<file path="src/design/tns_pkg.sv">
// tns_pkg: shared types and operation codes for the tone note sequencer.
// Used by every module of the sequencer; depends on nothing.

package tns_pkg;

  // Operation codes carried in the operation field of an input beat
  localparam logic [2:0] OP_TICK    = 3'd0;
  localparam logic [2:0] OP_PLAY    = 3'd1;
  localparam logic [2:0] OP_STOP    = 3'd2;
  localparam logic [2:0] OP_WR_NOTE = 3'd3;
  localparam logic [2:0] OP_WR_SONG = 3'd4;

  // Input beat
  typedef struct packed {
    logic [2:0]  operation;
    logic [2:0]  song_id;
    logic [7:0]  note_addr;
    logic [15:0] note_period;
    logic [7:0]  note_duration;
    logic        loop_mode;
    logic        song_valid;
  } in_t;

  // Result beat
  typedef struct packed {
    logic [15:0] pwm_period;
    logic [14:0] pwm_compare;
    logic        playing;
    logic        retrigger_gap;
  } out_t;

  // One note memory entry
  typedef struct packed {
    logic [15:0] period;
    logic [7:0]  duration;
  } note_t;

  // One song table entry
  typedef struct packed {
    logic [7:0] start_addr;
    logic       loop_f;
    logic       valid;
  } song_t;

  // Note memory request from the sequencer
  typedef struct packed {
    logic       wr_en;
    logic       rd_en;
    logic [7:0] addr;
    note_t      wdata;
  } note_req_t;

  // Song table write from the sequencer
  typedef struct packed {
    logic       wr_en;
    logic [2:0] sid;
    song_t      entry;
  } song_wr_t;

endpackage

</file>
<file path="src/design/tns_song_tbl.sv">
// tns_song_tbl: song table of start address, loop flag and valid mark.
// Held in flip-flops cleared at reset, read combinationally. Uses tns_pkg.

module tns_song_tbl #(
  parameter int SONG_COUNT = 8
) (
  input  logic              clk,
  input  logic              rst_n,
  input  tns_pkg::song_wr_t wr,
  input  logic [2:0]        rd_sid,
  output tns_pkg::song_t    rdata
);

  localparam int SW = $clog2(SONG_COUNT);

  tns_pkg::song_t tbl_r [SONG_COUNT];
  logic           wr_in_range;
  logic           rd_in_range;

  assign wr_in_range = ({29'd0, wr.sid} < 32'(SONG_COUNT));
  assign rd_in_range = ({29'd0, rd_sid} < 32'(SONG_COUNT));

  // Clear at reset, store an entry on a song write
  always_ff @(posedge clk) begin
    if (!rst_n) begin
      for (int i = 0; i < SONG_COUNT; i++) begin
        tbl_r[i] <= '0;
      end
    end else if (wr.wr_en && wr_in_range) begin
      tbl_r[SW'(wr.sid)] <= wr.entry;
    end
  end

  // Songs past the table read as empty
  assign rdata = rd_in_range ? tbl_r[SW'(rd_sid)] : '0;

endmodule

</file>
<file path="config.mk">
export PLATFORM = sky130hd
export DESIGN_NAME = tns_song_tbl
export DESIGN_NICKNAME = d
export VERILOG_FILES = /design/src/design/tns_pkg.sv /design/src/design/tns_song_tbl.sv
export SDC_FILE = /design/constraint.sdc
export NUM_CORES = 1
export LEC_CHECK = 0
export ABC_CLOCK_PERIOD_IN_PS = 2250
export BUFFER_PORTS_ARGS = -buffer_cell sky130_fd_sc_hd__buf_2
export CAP_MARGIN = 20
export CORE_AREA = 2 2 124 126
export DETAILED_ROUTE_END_ITERATION = 10
export DIE_AREA = 0 0 126 128
export PLACE_DENSITY = 0.36
export SYNTH_ARGS = -nofsm -noshare
export SYNTH_HDL_FRONTEND = slang
export SYNTH_SLANG_ARGS = --single-unit
</file>
<file path="constraint.sdc">
create_clock -name clk -period 2.25 [get_ports clk]
set_input_delay 0.5625 -clock clk [delete_from_list [all_inputs] [get_ports clk]]
set_output_delay 0.5625 -clock clk [all_outputs]
set_load 0.01 [all_outputs]
</file>
==> impl_metrics.ini, run 1 <==
[run_status]
status = finished with violations
violations = negative setup slack

[final_layout]
top_regs = tbl_r x80
nFillCells = 1546
largest_reg_flops = 80
regMostFlops = tbl_r
num_antenna_cells = 0
layout-drive-gt1-share_pct = 35.8
design_area_um2 = 4540
final_cell_mix = nor3_1 (80), edfxtp_1 (80), buf_4 (23)
area_growth_pct = 24.3
fin_cells = 473
final_nets = 301

[grt]
grt_max_degree = 44
grt_use_total_pct = 13.4
first_global_vias = 2447
grt_pass1_wl_um = 15900
overflow = 0
antenna_found_initial = 0

[clock_tree]
cts_made_buffers = 9
cts_setup_buffers = 0
cts.clk_slew.worst_paths_ns = 0.06
cts.htree.levels = 3
clock-root-buffer = clkbuf_16
clockBufferDepth = 2
cts_tree = built
clkSinkCount = 80

[power]
max-vdd-ir-drop_mv = 0.325
powerDensity_nw_per_um2 = 796
leakage_uw = 0.00148

[yosys]
seq_area_frac_synth_pct = 65.8
synth_cells = 236
synth.top_cell.area_share_pct = 65.8
synthAdderAreaFrac_pct = 0
synth_compound_area_share_pct = 1.10
syn_nets = 255
synth_cell_type_count = 15
synth_warnings = 0
synth.mux.area_fraction_pct = 17.5
synth_top_family_by_area = multiplexers
synth_area_leaders = edfxtp_1 (66%), mux4_1 (14%), nor3_1 (11%)
yosys.area.top_type = edfxtp_1
post_synth.cell_area_avg_um2 = 15.5
ys_ff_latch = 80
syn_area_um2 = 3650
synth_xor_area_share_pct = 0
synthSimpleGateAreaFrac_pct = 11.9

[floorplan]
start_util_pct = 24.6
io_pins = 29
die_y_um = 128
dieArea_um2 = 16100
die_w_um = 126
std_cell_rows = 45
core_um2 = 14900

[placed_design]
dp_hpwl_um = 6420
portBuffers = 28
dp.cells = 458
place_congestion = 0.712
place_area_um2 = 4180
dp_slack_ns = -0.198

[timing]
min_period_over_period_pct = 102
relSlewSlack_pct = 70.9
fin_ws_ns = -0.0488
setup_viol = 10
max_freq_mhz = 435
grt_setup_unrepaired = yes
layout_min_cycle_time_ns = 2.30
final_max_slew_viol_count = 0
worst_pin_slew_ns = 0.436
hold_viol = 0

[setup_path]
cp-startpoint = rd_sid[0]
required_ns = 1.69
start_kind = input pin
crit_path_end = rdata[9]
critPathKind = in2out
critPathCaptureType = output port
crit_arrival_ns = 1.74
worstPathMaxFanout = 5

[detailed_routing]
route.detailed.drc = 0
drt-met1-wl_um = 4970
vias = 2217
drtIter0Drc = 150
first_pass_iters = 4
wirelength_um = 10000
ant_nets = 0
wl_met2_um = 4590
wl_per_cell_um = 21.2
wl_met3_um = 314
viasPerCell = 4.69
highest_layer = met4

[worst_hold_path]
hold_class = in2reg
min_path_cells = 2

[job]
cap_viol_max_count = 0
[critical path: stages]
cell and delay, ns:
buf_12 0.11, buf_16 0.13, mux4_2 0.51, mux2_4 0.29
buf_6 0.12
[worst min-delay path by stage]
stage	endpoint	slack, ns	start
6_report	tbl_r[1][5]	0.68	rst_n
5_1_grt	tbl_r[1][5]	0.69	rst_n
4_1_cts	tbl_r[1][5]	0.67	rst_n
3_5_place_dp	tbl_r[1][5]	1.03	rst_n
3_3_place_gp	tbl_r[1][5]	1.02	rst_n
2_1_floorplan	tbl_r[0][0]	0.90	wr[0]
[synth_stat cells, drive strengths merged]
cell type and count:
or2 1, nor3 80, nand2b 2, clkbuf 18
nand3 1, buf 4, mux4 20, clkinv 10
nand2 1, mux2 10, nand3b 1, edfxtp 80
o21ai 8
[routing by layer]
layer | vias up | track usage, %
li1 | 1026 | -
met1 | 1142 | 18.6
met2 | 39 | 20.8
met3 | 10 | 3.30
met4 | 0 | 4.27
met5 | - | 0
[where the power goes]
group	internal [µW]	total [µW]	switching, µW	leakage, µW
Combinational	216	440	224	0.000579
Clock	843	1410	572	0.000134
Sequential	1730	1760	29.0	0.000767
Total	2790	3620	824	0.00148
[timing repair]
action,4_1_cts,5_1_grt
setup endpoints to repair,10,10
pin swaps,0,0
cloned,1,0
resized for setup,46,3
endpoints found under the hold margin,0,0
hold buffers,0,0
[through the flow]
| step | hold slack [ns] | util, % | total power, µW | setup TNS [ns] |
|---|---|---|---|---|
| after floorplan | 0.898 | - | 1980 | 0 |
| after global placement | 1.02 | 28.1 | 2160 | -1.72 |
| after detailed placement | 1.03 | 28.1 | 2160 | -1.77 |
| after CTS | 0.671 | 30.5 | 3650 | -0.457 |
| after global routing | 0.695 | 30.5 | 3760 | -0.656 |
| final | 0.679 | 30.5 | 3620 | -0.354 |
[area by class of cell]
cell class	instances	area (µm²)	area share (%)
sequential	80	2400	52.9
multi-input combinational	124	1080	23.8
timing repair buffer	57	508	11.2
tap	188	235	5.18
clock buffer	10	229	5.04
clock inverter	4	47.5	1.05
inverter	10	37.5	0.827
[cells by family after synthesis]
family	after synthesis
AO/OA/AOI/OAI	8
buffers and inverters	32
AND/OR/NAND/NOR	86
flip-flops	80
multiplexers	30
(Power assumes the default switching activity.)
==> run 2: changes to the inputs <==
==> constraint.sdc (replaced) <==
create_clock -name clk -period 2.25 [get_ports clk]
set_input_delay 0.5625 -clock clk [delete_from_list [all_inputs] [get_ports clk]]
set_output_delay 0.5625 -clock clk [all_outputs]
set_load 0.05 [all_outputs]
==> impl_metrics.ini, run 2 (synthesized netlist as in run 1, its figures left out) <==
[detailed_routing]
wirelength_um = 10100
viasPerCell = 4.61
route.detailed.drc = 0
ant_nets = 0
drt-met1-wl_um = 4830
wl_met2_um = 4820
drtIter0Drc = 140
highest_layer = met4
vias = 2195
first_pass_iters = 4
wl_met3_um = 342
wl_per_cell_um = 21.3

[final_layout]
final_cell_mix = nor3_1 (80), edfxtp_1 (80), buf_4 (23)
num_antenna_cells = 0
area_growth_pct = 27.0
final-seq-area_um2 = 2400
nFillCells = 1533
final_nets = 302
top_regs = tbl_r x80
largest_reg_flops = 80
layout-drive-gt1-share_pct = 35.4
fin_cells = 476
regMostFlops = tbl_r
multiInputGateArea_um2 = 1090

[setup_path]
cp.buffers_inverters = 3
worstPathMaxFanout = 7
cp_num_cells = 5
crit_top_cell = buf_12
cp_top_family = multiplexers
crit_arrival_ns = 1.78
required_ns = 1.69
slowest_delay_ns = 0.51
slowest_stage = mux4_2
start_kind = input pin
critPathKind = in2out
crit_chain = buf_12 > buf_12 > mux4_2 > mux2_4 > buf_8
critPathCaptureType = output port

[timing]
fin_ws_ns = -0.0902
max_freq_mhz = 427
setup_viol = 10
hold_viol = 0
grt_setup_unrepaired = yes
final_max_slew_viol_count = 0
relSlewSlack_pct = 70.6
min_period_over_period_pct = 104
fin_setup_tns_ns = -0.705
worst_pin_slew_ns = 0.440
layout_min_cycle_time_ns = 2.34

[placed_design]
dp.cells = 459
dp_hpwl_um = 6530
place_congestion = 0.687
portBuffers = 28

[floorplan]
die_w_um = 126
dieArea_um2 = 16100
std_cell_rows = 45
io_pins = 29
die_y_um = 128
start_util_pct = 24.6
core_um2 = 14900

[power]
max-vdd-ir-drop_mv = 0.428
leakage_uw = 0.00152
powerDensity_nw_per_um2 = 832

[clock_tree]
cts_made_buffers = 9
cts.htree.levels = 3
clock-root-buffer = clkbuf_16
clkSinkCount = 80
cts_tree = built
clockBufferDepth = 2
cts.clk_slew.worst_paths_ns = 0.06

[worst_hold_path]
min_path_cells = 2
hold_class = in2reg

[grt]
grt_pass1_wl_um = 15900
overflow = 0
grt_max_degree = 44
grt_use_total_pct = 13.6
antenna_found_initial = 0
first_global_vias = 2429

[run_status]
violations = negative setup slack
status = finished with violations

[job]
cap_viol_max_count = 0
==> run 2: per-layer routing <==
metal  global-route usage (%)  vias up
met2                     21.7       42
li1                         -     1030
met1                     18.5     1114
met3                     3.26        9
met4                     3.94        0
met5                        0        -
==> run 2: final timing paths <==
kind              startpoint          end  slack, ns
setup / recovery   rd_sid[0]     rdata[9]      -0.09
hold / removal         rst_n  tbl_r[1][5]       0.67
==> run 2: report_power, final <==
| group | leakage (µW) | switching (µW) | internal, µW |
|---|---|---|---|
| Sequential | 0.000767 | 29.6 | 1730 |
| Combinational | 0.000608 | 307 | 238 |
| Clock | 0.000150 | 578 | 972 |
==> run 2: stage by stage <==
step / power [µW] / hold WS [ns] / worst slack [ns] / utilization, % / instance area, µm²
after floorplan: 2060 / 0.898 / 0.0739 / - / 3650
after global placement: 2250 / 1.01 / -0.297 / 28.4 / 4210
after detailed placement: 2250 / 1.00 / -0.292 / 28.4 / 4210
after CTS: 3900 / 0.653 / -0.115 / 31.2 / 4640
after global routing: 4010 / 0.705 / -0.132 / 31.2 / 4640
final: 3860 / 0.671 / -0.0902 / 31.2 / 4640
==> run 2: area by class of cell <==
| cell class | instances | area share [%] |
|---|---|---|
| Clock buffer | 11 | 5.02 |
| Clock inverter | 5 | 1.75 |
| Inverter | 10 | 0.809 |
| Multi-Input combinational cell | 124 | 23.5 |
| Sequential cell | 80 | 51.8 |
| Tap cell | 188 | 5.07 |
| Timing Repair Buffer | 58 | 12.1 |
==> run 2: what timing repair did <==
action / in CTS / in global routing
buffers inserted: 0 / 0
cloned: 1 / 0
resized for setup: 61 / 1
hold buffers: 0 / 0
endpoints found under the setup margin: 10 / 10
==> run 3: changes to the inputs <==
--- a/config.mk
+++ b/config.mk
@@ -5,7 +5,7 @@
 export SDC_FILE = /design/constraint.sdc
 export NUM_CORES = 1
 export LEC_CHECK = 0
-export ABC_CLOCK_PERIOD_IN_PS = 2250
+export ABC_CLOCK_PERIOD_IN_PS = 2480
 export BUFFER_PORTS_ARGS = -buffer_cell sky130_fd_sc_hd__buf_2
 export CAP_MARGIN = 20
 export CORE_AREA = 2 2 124 126
==> constraint.sdc (replaced) <==
create_clock -name clk -period 2.48 [get_ports clk]
set_input_delay 0.62 -clock clk [delete_from_list [all_inputs] [get_ports clk]]
set_output_delay 0.62 -clock clk [all_outputs]
set_load 0.05 [all_outputs]
==> impl_metrics.ini, run 3 (synthesized netlist as in run 1, its figures left out) <==
[run_status]
status = completed

[worst_hold_path]
hold_class = in2reg
min_to = tbl_r[7][2]
min_path_cells = 3
hold_path_startpoint = wr[2]

[power]
leakage_uw = 0.00149
powerDensity_nw_per_um2 = 787
max-vdd-ir-drop_mv = 0.331

[grt]
overflow = 0
grt_pass1_wl_um = 15500
antenna_found_initial = 0
first_global_vias = 2407
grt_use_total_pct = 13.0
grt_max_degree = 21

[clock_tree]
clock-root-buffer = clkbuf_16
cts_tree = built
ctsHoldBuffers = 0
clockBufferDepth = 2
cts.htree.levels = 3
clkSinkCount = 80
cts_made_buffers = 9
cts_setup_buffers = 0
cts.clk_slew.worst_paths_ns = 0.06

[detailed_routing]
first_pass_iters = 4
wl_per_cell_um = 20.7
ant_nets = 0
wirelength_um = 9830
viasPerCell = 4.74
drtIter0Drc = 157
vias = 2245
route.detailed.drc = 0

[placed_design]
dp_hpwl_um = 6480
place_area_um2 = 4160
place_congestion = 0.698
portBuffers = 28
dp.cells = 457

[setup_path]
required_ns = 1.86
critPathKind = in2out
crit_arrival_ns = 1.83
worstPathMaxFanout = 8
critPathCaptureType = output port
start_kind = input pin

[final_layout]
top_regs = tbl_r x80
largest_reg_flops = 80
final_nets = 300
regMostFlops = tbl_r
num_antenna_cells = 0
final_cell_mix = nor3_1 (80), edfxtp_1 (80), buf_4 (24)
design_area_um2 = 4580
area_growth_pct = 25.5
layout-drive-gt1-share_pct = 35.7
fin_cells = 474

[timing]
holdWs_ns = 0.760
setup_viol = 0
max_freq_mhz = 408
relSlewSlack_pct = 54.0
fin_setup_tns_ns = 0
worst_pin_slew_ns = 0.688
layout_min_cycle_time_ns = 2.45
grt_setup_unrepaired = yes
hold_viol = 0
final_max_slew_viol_count = 0
min_period_over_period_pct = 98.7

[floorplan]
dieArea_um2 = 16100
core_um2 = 14900
std_cell_rows = 45
start_util_pct = 24.6
die_w_um = 126
die_y_um = 128
io_pins = 29

[job]
cap_viol_max_count = 0
[run 3: cell types whose count changed in the layout (fill, tap and decap cells not counted), sizes merged]
cell / previous run / this run
buf: 58 / 56
clkbuf: 11 / 10
bufinv: 2 / 3
clkinv: 12 / 10
inv: 0 / 2
[run 3: layout make-up]
| class | instances | area (µm²) |
|---|---|---|
| Clock buffer | 10 | 229 |
| Clock inverter | 6 | 115 |
| Fill cell | 1518 | 10300 |
| Inverter | 10 | 37.5 |
| Multi-Input combinational cell | 124 | 1070 |
| Sequential cell | 80 | 2400 |
| Tap cell | 188 | 235 |
| Timing Repair Buffer | 56 | 495 |
[run 3: worst max path at each step]
stage               from  slack, ns        to  cells after the start
3_3_place_gp   rd_sid[0]      -0.18  rdata[6]                      5
6_report       rd_sid[0]       0.03  rdata[2]                      5
3_5_place_dp   rd_sid[0]      -0.16  rdata[7]                      5
5_1_grt        rd_sid[0]     -0.003  rdata[2]                      5
2_1_floorplan  rd_sid[0]       0.19  rdata[0]                      3
4_1_cts        rd_sid[0]      -0.03  rdata[0]                      5
[run 3: critical path: stages]
cell	delay, ns
buf_12	0.10
buf_12	0.14
mux4_2	0.52
mux2_4	0.30
buf_8	0.15
[run 3: metrics by stage]
| step | utilization, % | setup WS (ns) | power, µW |
|---|---|---|---|
| detailed placement | 28.0 | -0.159 | 2030 |
| floorplan | - | 0.189 | 1870 |
| finish | 30.8 | 0.0312 | 3610 |
| global placement | 28.0 | -0.180 | 2030 |
| CTS | 30.8 | -0.0293 | 3650 |
| global route | 30.8 | -0.00303 | 3730 |
[run 3: timing repair]
action / 4_1_cts / 5_1_grt
endpoints found under the setup margin: 10 / 7
resized for setup: 48 / 8
cloned: 1 / 0
[run 3: report_power, final]
part	total (µW)	leakage [µW]	internal (µW)	switching [µW]
combinational	467	0.000558	196	272
clock	1540	0.000164	991	549
sequential	1600	0.000767	1570	27.5
[run 3: metal layers]
metal  wire length [µm]  GRT usage, %  vias up
met4                102          2.91        0
met2               4600          20.8       46
met3                310          2.71        7
met1               4810          18.3     1164
li1                   -             -     1028
met5                  0             0        -
