<file path="config.mk">
export PLATFORM = sky130hd
export DESIGN_NAME = tns_seq_ctrl
export DESIGN_NICKNAME = d
export VERILOG_FILES = /design/src/design/tns_pkg.sv /design/src/design/tns_seq_ctrl.sv
export SDC_FILE = /design/constraint.sdc
export NUM_CORES = 1
export LEC_CHECK = 0
export BUFFER_PORTS_ARGS = -buffer_cell sky130_fd_sc_hd__buf_2
export CELL_PAD_IN_SITES_DETAIL_PLACEMENT = 1
export CELL_PAD_IN_SITES_GLOBAL_PLACEMENT = 1
export CORE_ASPECT_RATIO = 0.7
export CORE_MARGIN = 2
export CORE_UTILIZATION = 28
export DETAILED_ROUTE_END_ITERATION = 8
export GPL_ROUTABILITY_DRIVEN = 1
export GPL_TIMING_DRIVEN = 1
export PLACE_DENSITY = 0.75
export SLEW_MARGIN = 10
export SYNTH_ARGS = -nofsm -noshare
export SYNTH_HDL_FRONTEND = slang
export SYNTH_SLANG_ARGS = --single-unit
</file>
<file path="constraint.sdc">
create_clock -name clk -period 2.7 [get_ports clk]
set_input_delay 0.405 -clock clk [delete_from_list [all_inputs] [get_ports clk]]
set_output_delay 0.405 -clock clk [all_outputs]
set_load 0.01 [all_outputs]
</file>
<file path="src/design/tns_pkg.sv">
// tns_pkg: shared types and operation codes for the tone note sequencer.
// Used by every module of the sequencer; depends on nothing.

package tns_pkg;

  // Operation codes carried in the operation field of an input beat
  localparam logic [2:0] OP_TICK    = 3'd0;
  localparam logic [2:0] OP_PLAY    = 3'd1;
  localparam logic [2:0] OP_STOP    = 3'd2;
  localparam logic [2:0] OP_WR_NOTE = 3'd3;
  localparam logic [2:0] OP_WR_SONG = 3'd4;

  // Input beat
  typedef struct packed {
    logic [2:0]  operation;
    logic [2:0]  song_id;
    logic [7:0]  note_addr;
    logic [15:0] note_period;
    logic [7:0]  note_duration;
    logic        loop_mode;
    logic        song_valid;
  } in_t;

  // Result beat
  typedef struct packed {
    logic [15:0] pwm_period;
    logic [14:0] pwm_compare;
    logic        playing;
    logic        retrigger_gap;
  } out_t;

  // One note memory entry
  typedef struct packed {
    logic [15:0] period;
    logic [7:0]  duration;
  } note_t;

  // One song table entry
  typedef struct packed {
    logic [7:0] start_addr;
    logic       loop_f;
    logic       valid;
  } song_t;

  // Note memory request from the sequencer
  typedef struct packed {
    logic       wr_en;
    logic       rd_en;
    logic [7:0] addr;
    note_t      wdata;
  } note_req_t;

  // Song table write from the sequencer
  typedef struct packed {
    logic       wr_en;
    logic [2:0] sid;
    song_t      entry;
  } song_wr_t;

endpackage

</file>
<file path="src/design/tns_seq_ctrl.sv">
// tns_seq_ctrl: operation decode and note playback state machine.
// Drives the note memory and song table; uses tns_pkg.

module tns_seq_ctrl (
  input  logic               clk,
  input  logic               rst_n,
  input  logic               start,
  output logic               busy,
  input  tns_pkg::in_t       in_data,
  output logic               out_valid,
  output tns_pkg::out_t      out_data,
  output tns_pkg::note_req_t note_req,
  input  tns_pkg::note_t     note_rdata,
  output tns_pkg::song_wr_t  song_wr,
  input  tns_pkg::song_t     song_rdata
);

  typedef enum logic [1:0] {
    S_IDLE,
    S_LOAD,
    S_RELOAD
  } state_t;

  state_t        state_r, state_nxt;
  logic [7:0]    ptr_r, ptr_nxt;
  logic [7:0]    head_r, head_nxt;
  logic          loop_r, loop_nxt;
  logic [7:0]    ticks_r, ticks_nxt;
  logic [15:0]   last_r, last_nxt;
  logic          active_r, active_nxt;
  logic [15:0]   drive_r, drive_nxt;
  logic          out_valid_r, out_valid_nxt;
  tns_pkg::out_t out_data_r;
  logic          gap;
  logic          accept;

  assign busy      = (state_r != S_IDLE);
  assign accept    = start && !busy;
  assign out_valid = out_valid_r;
  assign out_data  = out_data_r;

  // Song table write straight from the input beat
  assign song_wr.wr_en            = accept && (in_data.operation == tns_pkg::OP_WR_SONG);
  assign song_wr.sid              = in_data.song_id;
  assign song_wr.entry.start_addr = in_data.note_addr;
  assign song_wr.entry.loop_f     = in_data.loop_mode;
  assign song_wr.entry.valid      = in_data.song_valid;

  // Next state, memory request and result
  always_comb begin
    state_nxt     = state_r;
    ptr_nxt       = ptr_r;
    head_nxt      = head_r;
    loop_nxt      = loop_r;
    ticks_nxt     = ticks_r;
    last_nxt      = last_r;
    active_nxt    = active_r;
    drive_nxt     = drive_r;
    out_valid_nxt = 1'b0;
    gap           = 1'b0;

    note_req.wr_en        = 1'b0;
    note_req.rd_en        = 1'b0;
    note_req.addr         = ptr_r;
    note_req.wdata.period   = in_data.note_period;
    note_req.wdata.duration = in_data.note_duration;

    case (state_r)
      S_IDLE: begin
        if (accept) begin
          out_valid_nxt = 1'b1;
          case (in_data.operation)
            tns_pkg::OP_TICK: begin
              if (active_r) begin
                if (ticks_r != 8'd0) begin
                  ticks_nxt = ticks_r - 8'd1;
                end else begin
                  // Fetch the note under the pointer; result follows the read
                  note_req.rd_en = 1'b1;
                  out_valid_nxt  = 1'b0;
                  state_nxt      = S_LOAD;
                end
              end
            end
            tns_pkg::OP_PLAY: begin
              if ((in_data.song_id == 3'd0) || !song_rdata.valid) begin
                active_nxt = 1'b0;
                ticks_nxt  = 8'd0;
                last_nxt   = 16'd0;
                drive_nxt  = 16'd0;
              end else begin
                head_nxt   = song_rdata.start_addr;
                loop_nxt   = song_rdata.loop_f;
                ptr_nxt    = song_rdata.start_addr;
                ticks_nxt  = 8'd0;
                last_nxt   = 16'd0;
                active_nxt = 1'b1;
              end
            end
            tns_pkg::OP_STOP: begin
              active_nxt = 1'b0;
              ticks_nxt  = 8'd0;
              last_nxt   = 16'd0;
              drive_nxt  = 16'd0;
            end
            tns_pkg::OP_WR_NOTE: begin
              note_req.wr_en = 1'b1;
              note_req.addr  = in_data.note_addr;
            end
            default: begin
            end
          endcase
        end
      end
      S_LOAD, S_RELOAD: begin
        if (note_rdata.duration == 8'd0) begin
          if ((state_r == S_LOAD) && loop_r) begin
            // Wrap to the song head and read again
            ptr_nxt        = head_r;
            note_req.rd_en = 1'b1;
            note_req.addr  = head_r;
            state_nxt      = S_RELOAD;
          end else begin
            // End of song, or a looping song that starts on the sentinel
            active_nxt    = 1'b0;
            ticks_nxt     = 8'd0;
            last_nxt      = 16'd0;
            drive_nxt     = 16'd0;
            out_valid_nxt = 1'b1;
            state_nxt     = S_IDLE;
          end
        end else begin
          gap           = (note_rdata.period != 16'd0) && (note_rdata.period == last_r);
          last_nxt      = note_rdata.period;
          drive_nxt     = note_rdata.period;
          ticks_nxt     = note_rdata.duration - 8'd1;
          ptr_nxt       = ptr_r + 8'd1;
          out_valid_nxt = 1'b1;
          state_nxt     = S_IDLE;
        end
      end
      default: begin
        state_nxt = S_IDLE;
      end
    endcase
  end

  // Hold state and the registered result
  always_ff @(posedge clk) begin
    if (!rst_n) begin
      state_r     <= S_IDLE;
      ptr_r       <= '0;
      head_r      <= '0;
      loop_r      <= 1'b0;
      ticks_r     <= '0;
      last_r      <= '0;
      active_r    <= 1'b0;
      drive_r     <= '0;
      out_valid_r <= 1'b0;
      out_data_r  <= '0;
    end else begin
      state_r     <= state_nxt;
      ptr_r       <= ptr_nxt;
      head_r      <= head_nxt;
      loop_r      <= loop_nxt;
      ticks_r     <= ticks_nxt;
      last_r      <= last_nxt;
      active_r    <= active_nxt;
      drive_r     <= drive_nxt;
      out_valid_r <= out_valid_nxt;
      if (out_valid_nxt) begin
        out_data_r.pwm_period    <= drive_nxt;
        out_data_r.pwm_compare   <= drive_nxt[15:1];
        out_data_r.playing       <= active_nxt;
        out_data_r.retrigger_gap <= gap;
      end
    end
  end

endmodule

</file>
==> flow_summary_export.csv, run 1 <==
group,metric,value,unit
run_status,status,"finished, final reports clean",
worst_hold_path,min_path_type,"input port to flip-flop",
final_layout,finalNonFillerCells,792,
sta,finalWorstSetupSlack,0.130,ns
setup_path,crit_type,"input port to output pin",
clock_tree,worstSkewPairLatency,0.34,ns
sta,slew_violations,0,
sta,setup_violations,0,
sta,fin_crit,2.57,ns
power,ir_drop,0.000363,V
setup_path,critical_path.cell_chain,"buf_2 > inv_1 > ha_1 > nor3b_1 > nand2_1 > nor3_2 > buf_4 > a22oi_1 > nand2_1 > buf_2",
clock_tree,numClockSinks,79,
sta,worst_pin_slew,0.754,ns
route,wl,13.8,mm
route,wl_per_cell,17.4,um
place,hpwlAfterDp,10.2,mm
sta,setup-tns-final,0,ns
clock_tree,cts.clk_slew.worst_paths,0.07,ns
setup_path,critical_path.max_fanout,10,
die,dieArea,0.0166,sq mm
place,portBuffers,107,
place,placedCellCount,774,
sta,max_freq,389,MHz
die,rows,38,
sta,hold_viol_final,0,
flow_run,maxCapViolCount,0,
setup_path,start_kind,"input port",
sta,fin_worst_skew,0.00893,ns
final_layout,drive_gt1_share,26.4,%
logic_synthesis,synth_area_leader_cell,"dfxtp_1",
route,routed_via_density,5.08,
logic_synthesis,synth_cells,525,
sta,hold_slack,0.306,ns
die,start_util,28.4,%
route,via_count,4021,
logic_synthesis,synth_edf_count,0,
sta,finalCritPeriodShare,95.2,%
route,drc,0,
final_layout,area_growth,18.1,%
clock_tree,cts_tree,"done",
global_routing,first_global_vias,4065,
place,place_ws,0.0628,ns
logic_synthesis,yosysWarnings,0,
clock_tree,htreeDepth,3,
global_routing,use_met1,21.8,%
power,power.density,555,mW/mm^2
setup_path,cpPeakStageDelay,0.49,ns
setup_path,crit_arrival,2.16,ns
die,core_area,0.0154,sq mm
die,die_w,153,um
power,power_leakage,2.09,nW
setup_path,critical_path_required,2.30,ns
global_routing,grtUsageMet3,4.65,%
clock_tree,hold_buffers,0,
logic_synthesis,synthArstFlopShare,0,%
clock_tree,numCtsBuffers,9,
global_routing,grt.busiest_layer,"met2",
final_layout,nets,670,
global_routing,antenna_found_initial,2,
route,drtAntennaViolNets,0,
logic_synthesis,synth.area.top_cells,"dfxtp_1 (36%), buf_4 (9.1%), a21oi_1 (4.8%), a22oi_1 (4.1%), xnor2_1 (3.8%)",
global_routing,grt_start_max_net_pins,53,
place,routabilityCongestion,0.937,
route,initialDrtViolationCount,182,
global_routing,track_usage,16.5,%
die,boundaryPins,160,
logic_synthesis,yosys_register_bits,79,
global_routing,grt_pass1_wl,21.6,mm
logic_synthesis,synthFlopType,"dfxtp_1",
route,firstDrtPassIters,4,
final_layout,utilization,33.6,%
logic_synthesis,synth_area,0.00437,sq mm
clock_tree,cts-root-buf,"clkbuf_16",
global_routing,met2_usage,26.8,%
global_routing,grt_overflow,0,
logic_synthesis,synth_top_area_share,36.2,%
logic_synthesis,ys_types,54,
setup_path,end_kind,"output pin",
logic_synthesis,ys_seq_area_share,36.2,%
die,fp.dieH,108,um
logic_synthesis,avgSynthCellArea,8.32,sq um
logic_synthesis,synth_nets,610,
setup_path,crit_slowest_cell,"nor3b_1",
sta,relSlewSlack,49.2,%
clock_tree,clock_path_buffers,2,
## timing repair
action                     CTS  global route
setup endpoints to repair    0             8
setup buffers                0             0
gates resized for setup      0             4
## cell usage after synthesis (3+ instances only)
cell / instances
dfxtp_1: 79
buf_4: 53
a21oi_1: 42
nor2_1: 40
nand2_1: 36
o21ai_0: 30
a22oi_1: 24
nand3_1: 24
clkbuf_1: 19
xnor2_1: 19
nand2b_1: 17
mux2i_1: 16
inv_1: 12
nor4_1: 12
xor2_1: 12
nor3_1: 9
ha_1: 8
o22ai_1: 6
a211oi_1: 5
a31oi_1: 5
buf_2: 5
nand4_1: 5
nor3b_1: 4
o211ai_1: 3
o21a_1: 3
## flip-flops by register name (all words and copies together), names as in the netlist, 2 cells and up
signal	flops
state_r	2
drive_r	16
last_r	16
head_r	8
ptr_r	8
out_data	18
ticks_r	8
## final cells by class
type,count,area [sq um]
well taps,200,250
diodes,2,5.00
fillers,1870,10200
clock buffers,9,225
inverters,13,48.8
repair buffers,128,718
clock inverters,7,83.8
multi-input cells,354,2250
flip-flops and latches,79,1580
## through the flow
stage | area, sq um | power, mW
floorplan | 4370 | 1.49
global placement | 4830 | 1.58
detailed placement | 4830 | 1.59
CTS | 5140 | 2.89
global route | 5160 | 2.99
finish | 5160 | 2.86
## worst max-delay path, delay by kind of cell
family / cells / cell delay (ns)
AND/OR/NAND/NOR: 4 / 0.91
AO/OA/AOI/OAI: 1 / 0.09
buffers and inverters: 4 / 0.55
adder cells (fa/ha/maj): 1 / 0.20
## worst paths after layout
check,from,endpoint,slack (ns),depth (start not counted)
setup / recovery,note_rdata[0],note_req[27],0.13,10
hold / removal,song_rdata[1],loop_r$_SDFFE_PN0P_,0.31,3
setup reg to reg,ticks_r[0]$_SDFFE_PN0P_,out_data[1]$_SDFFE_PN0P_,0.31,8
hold reg to reg,out_data[0]$_SDFFE_PN0P_,out_data[0]$_SDFFE_PN0P_,0.47,2
## cell families after synthesis
group | count (synthesis) | share of synthesized area (%)
and+or+nand+nor | 161 | 18.5
AOI/OAI and AO/OA | 136 | 19.7
buffers and inverters | 92 | 13.0
DFF | 79 | 36.2
xor gates and xnor gates | 31 | 6.22
muxes | 18 | 4.18
adders and majority gates | 8 | 2.29
## power breakdown
part / switching (mW) / internal, mW / total [mW]
clock network: 0.558 / 0.737 / 1.29
registers: 0.0219 / 1.19 / 1.21
logic: 0.210 / 0.149 / 0.359
## routing by layer
metal  vias to the layer above  share of wire (%)
li1                       1947                  -
met1                      1952                 48
met2                       106                 45
met4                         0                1.1
met3                        16                6.0
met5                         -                  0
## cells in the final DEF, fill, tap and decap left out, types with 2 or more instances in the layout
| cell type | Yosys | routed |
|---|---|---|
| mux2i_1 | 16 | 16 |
| nor2_1 | 40 | 40 |
| clkbuf_16 | 0 | 9 |
| xnor2_1 | 19 | 19 |
| nor4_1 | 12 | 12 |
| buf_2 | 5 | 107 |
| ha_1 | 8 | 7 |
| a31oi_1 | 5 | 5 |
| a211oi_1 | 5 | 5 |
| buf_12 | 0 | 2 |
| inv_6 | 0 | 4 |
| nor4b_1 | 2 | 2 |
| xor2_1 | 12 | 12 |
| o22a_1 | 2 | 2 |
| nand2b_1 | 17 | 17 |
| a221oi_1 | 2 | 2 |
| nand4_1 | 5 | 5 |
| dfxtp_1 | 79 | 79 |
| o22ai_1 | 6 | 6 |
| a22oi_1 | 24 | 24 |
| o31ai_1 | 2 | 2 |
| diode_2 | 0 | 2 |
| nand2_1 | 36 | 36 |
| o21ai_0 | 30 | 30 |
| o221ai_1 | 2 | 2 |
| o211ai_1 | 3 | 3 |
| mux2_2 | 2 | 2 |
| nor3_2 | 1 | 3 |
| nor3b_1 | 4 | 4 |
| o21a_1 | 3 | 3 |
| and2_1 | 2 | 2 |
| buf_4 | 53 | 19 |
| nand3_1 | 24 | 24 |
| inv_1 | 12 | 12 |
| a21oi_1 | 42 | 42 |
| nor3_1 | 9 | 7 |
(Power assumes the default switching activity.)
==> run 2, diff against run 1 <==
Settings changed: CELL_PAD_IN_SITES_DETAIL_PLACEMENT 1 to unset, CELL_PAD_IN_SITES_GLOBAL_PLACEMENT 1 to unset, PLACE_DENSITY 0.75 to 0.62.
Clock period 2.7 ns to 2.3 ns, I/O delays scaled along.
==> run 2 against run 1 <==
Effect of this change: count of clock-buffer cells in the layout unchanged; worst setup slack worse by 0.11 ns; flip-flop and latch count stayed put; combinational power rose by 24%; clock skew down 0.0019 ns; via count down 2.1%; critical endpoint is now note_req[32]; non-clock buffer count increased by 21; utilization increased by 1.9 points; die area unchanged; clock power is essentially flat; cell area grew 5.6%.
==> flow_summary_export.csv, run 2 (synthesis gave the netlist of run 1 again) <==
group,metric,value,unit
run_status,status,"finished, final reports clean",
power,sw_frac_of_total,26.9,%
setup_path,crit_type,"flip-flop to output pin",
global_routing,grt_start_max_net_pins,53,
die,fp.dieH,108,um
route,wl_per_cell,15.1,um
sta,slew_violations,0,
global_routing,grt_pass1_wl,18.6,mm
global_routing,met2_usage,18.6,%
final_layout,n_fill_cell,1616,
sta,relSlewSlack,45.6,%
setup_path,critPathCapture,"note_req[32]",
sta,setup_violations,0,
power,power_switching,858,uW
sta,fin_worst_skew,0.00702,ns
place,portBuffers,107,
setup_path,start_kind,"flip-flop",
power,pwr-share-seq,44.6,%
worst_hold_path,hold_start,"song_rdata[1]",
route,drtAntennaViolNets,0,
power,comb_power_share,13.9,%
route,drc,0,
setup_path,reg2reg_slack,0.13,ns
sta,hold_viol_final,0,
setup_path,end_kind,"output pin",
route,via_count,3937,
sta,worst_pin_slew,0.807,ns
global_routing,grt.busiest_layer,"met1",
setup_path,timing.rr.end,"out_data[1]$_SDFFE_PN0P_",
final_layout,utilization,35.5,%
die,core_area,0.0154,sq mm
power,cellInternalPower,2.33,mW
die,rows,38,
final_layout,drive_gt1_share,32.8,%
final_layout,final_common_cell,"buf_2",
die,start_util,28.4,%
setup_path,critical_path_required,1.96,ns
sta,hold_slack,0.249,ns
setup_path,r2r_cells,7,
clock_tree,clock_path_buffers,2,
global_routing,first_global_vias,3391,
global_routing,track_usage,14.1,%
route,wl,12.2,mm
power,power.density,585,mW/mm^2
clock_tree,numClockSinks,79,
route,routed_via_density,4.85,
setup_path,crit_arrival,1.93,ns
setup_path,crit_start,"ticks_r[2]$_SDFFE_PN0P_",
setup_path,rr_startpoint,"ticks_r[0]$_SDFFE_PN0P_",
clock_tree,cts-root-buf,"clkbuf_16",
final_layout,ff_latch_area,0.00159,sq mm
final_layout,postLayoutCellArea,0.00545,sq mm
worst_hold_path,min_path_type,"input port to flip-flop",
power,ir_drop,0.000260,V
die,die_w,153,um
die,boundaryPins,160,
final_layout,area_growth,24.7,%
setup_path,cpPeakStageDelay,0.50,ns
clock_tree,hold_buffers,0,
route,firstDrtPassIters,5,
route,initialDrtViolationCount,208,
global_routing,grtUsageMet3,4.89,%
sta,fin_crit,2.28,ns
sta,finalCritPeriodShare,99.0,%
place,placed_area,0.00497,sq mm
place,routabilityCongestion,0.847,
setup_path,critical_path.cell_chain,"nor4_1 > and4_2 > a41o_1 > buf_2",
global_routing,grt_overflow,0,
clock_tree,numCtsBuffers,9,
place,hpwlAfterDp,8.88,mm
power,power_leakage,2.22,nW
final_layout,final_cell_mix,"buf_2 (105), dfxtp_1 (76), a21oi_1 (42), nor2_1 (40), buf_4 (35)",
setup_path,critical_path.max_fanout,6,
sta,max_freq,439,MHz
clock_tree,worstSkewPairLatency,0.33,ns
global_routing,use_met1,21.6,%
final_layout,nets,691,
final_layout,largest_reg_flops,18,
flow_run,maxCapViolCount,0,
final_layout,multi_input_area,0.00235,sq mm
global_routing,antenna_found_initial,2,
setup_path,crit_slowest_cell,"nor4_1",
die,dieArea,0.0166,sq mm
clock_tree,cts.clk_slew.worst_paths,0.06,ns
clock_tree,cts_tree,"done",
clock_tree,htreeDepth,3,
power,p_clk_share,41.4,%
-- run 2: cell count changes in the layout (fill, tap and decap cells not counted), sizes merged --
cell,before,now
inv,17,12
clkinvlp,1,2
diode,2,1
bufinv,1,0
buf,128,149
clkinv,1,5
-- run 2: cell type report --
type / instances / share of cell area [%]
multi-input cells: 354 / 43.1
flip-flops and latches: 79 / 29.1
repair buffers: 149 / 17.1
well taps: 200 / 4.59
clock buffers: 9 / 4.14
inverters: 13 / 0.965
clock inverters: 6 / 0.873
diodes: 1 / 0.0459
-- run 2: layer usage --
layer | up-vias | routed length [um]
li1 | 1988 | -
met1 | 1834 | 6520
met2 | 103 | 4880
met3 | 10 | 737
met4 | 2 | 77
met5 | - | 13
-- run 2: what timing repair did --
item / CTS / global route
pin swaps: 0 / 6
buffers inserted: 0 / 7
endpoints found under the setup margin: 8 / 10
gates resized for setup: 7 / 29
-- run 2: how the worst min path moves through the flow --
stage               cells past startpoint  slack [ns]                       end
floorplan                               2        0.45   ticks_r[6]$_SDFFE_PN0P_
global placement                        2        0.45  out_data[1]$_SDFFE_PN0P_
detailed placement                      2        0.46  out_data[0]$_SDFFE_PN0P_
CTS                                     3        0.24       loop_r$_SDFFE_PN0P_
global route                            3        0.27     ptr_r[6]$_SDFFE_PN0P_
finish                                  3        0.25       loop_r$_SDFFE_PN0P_
-- run 2: stage by stage --
stage	total power, mW	instances	setup slack, ns	setup TNS, ns
2_1_floorplan	1.75	525	0.0592	0
6_report	3.19	811	0.0236	0
4_1_cts	3.20	803	0.00907	0
3_5_place_dp	1.88	788	-0.115	-0.974
5_1_grt	3.32	810	-0.00867	-0.0314
3_3_place_gp	1.88	788	-0.0725	-0.565
-- run 2: worst max-delay path, delay by kind of cell (launching register included) --
kind	cells	cell delay, ns
and+or+nand+nor	2	0.91
DFF	1	0.37
buffers and inverters	1	0.12
AOI/OAI and AO/OA	1	0.19
-- run 2: power groups by stage --
| stage | Combinational [mW] | Sequential, mW | Clock (mW) |
|---|---|---|---|
| finish | 0.444 | 1.42 | 1.32 |
| global route | 0.486 | 1.43 | 1.40 |
| CTS | 0.428 | 1.42 | 1.35 |
| detailed placement | 0.424 | 1.45 | 0 |
| global placement | 0.425 | 1.45 | 0 |
| floorplan | 0.299 | 1.45 | 0 |
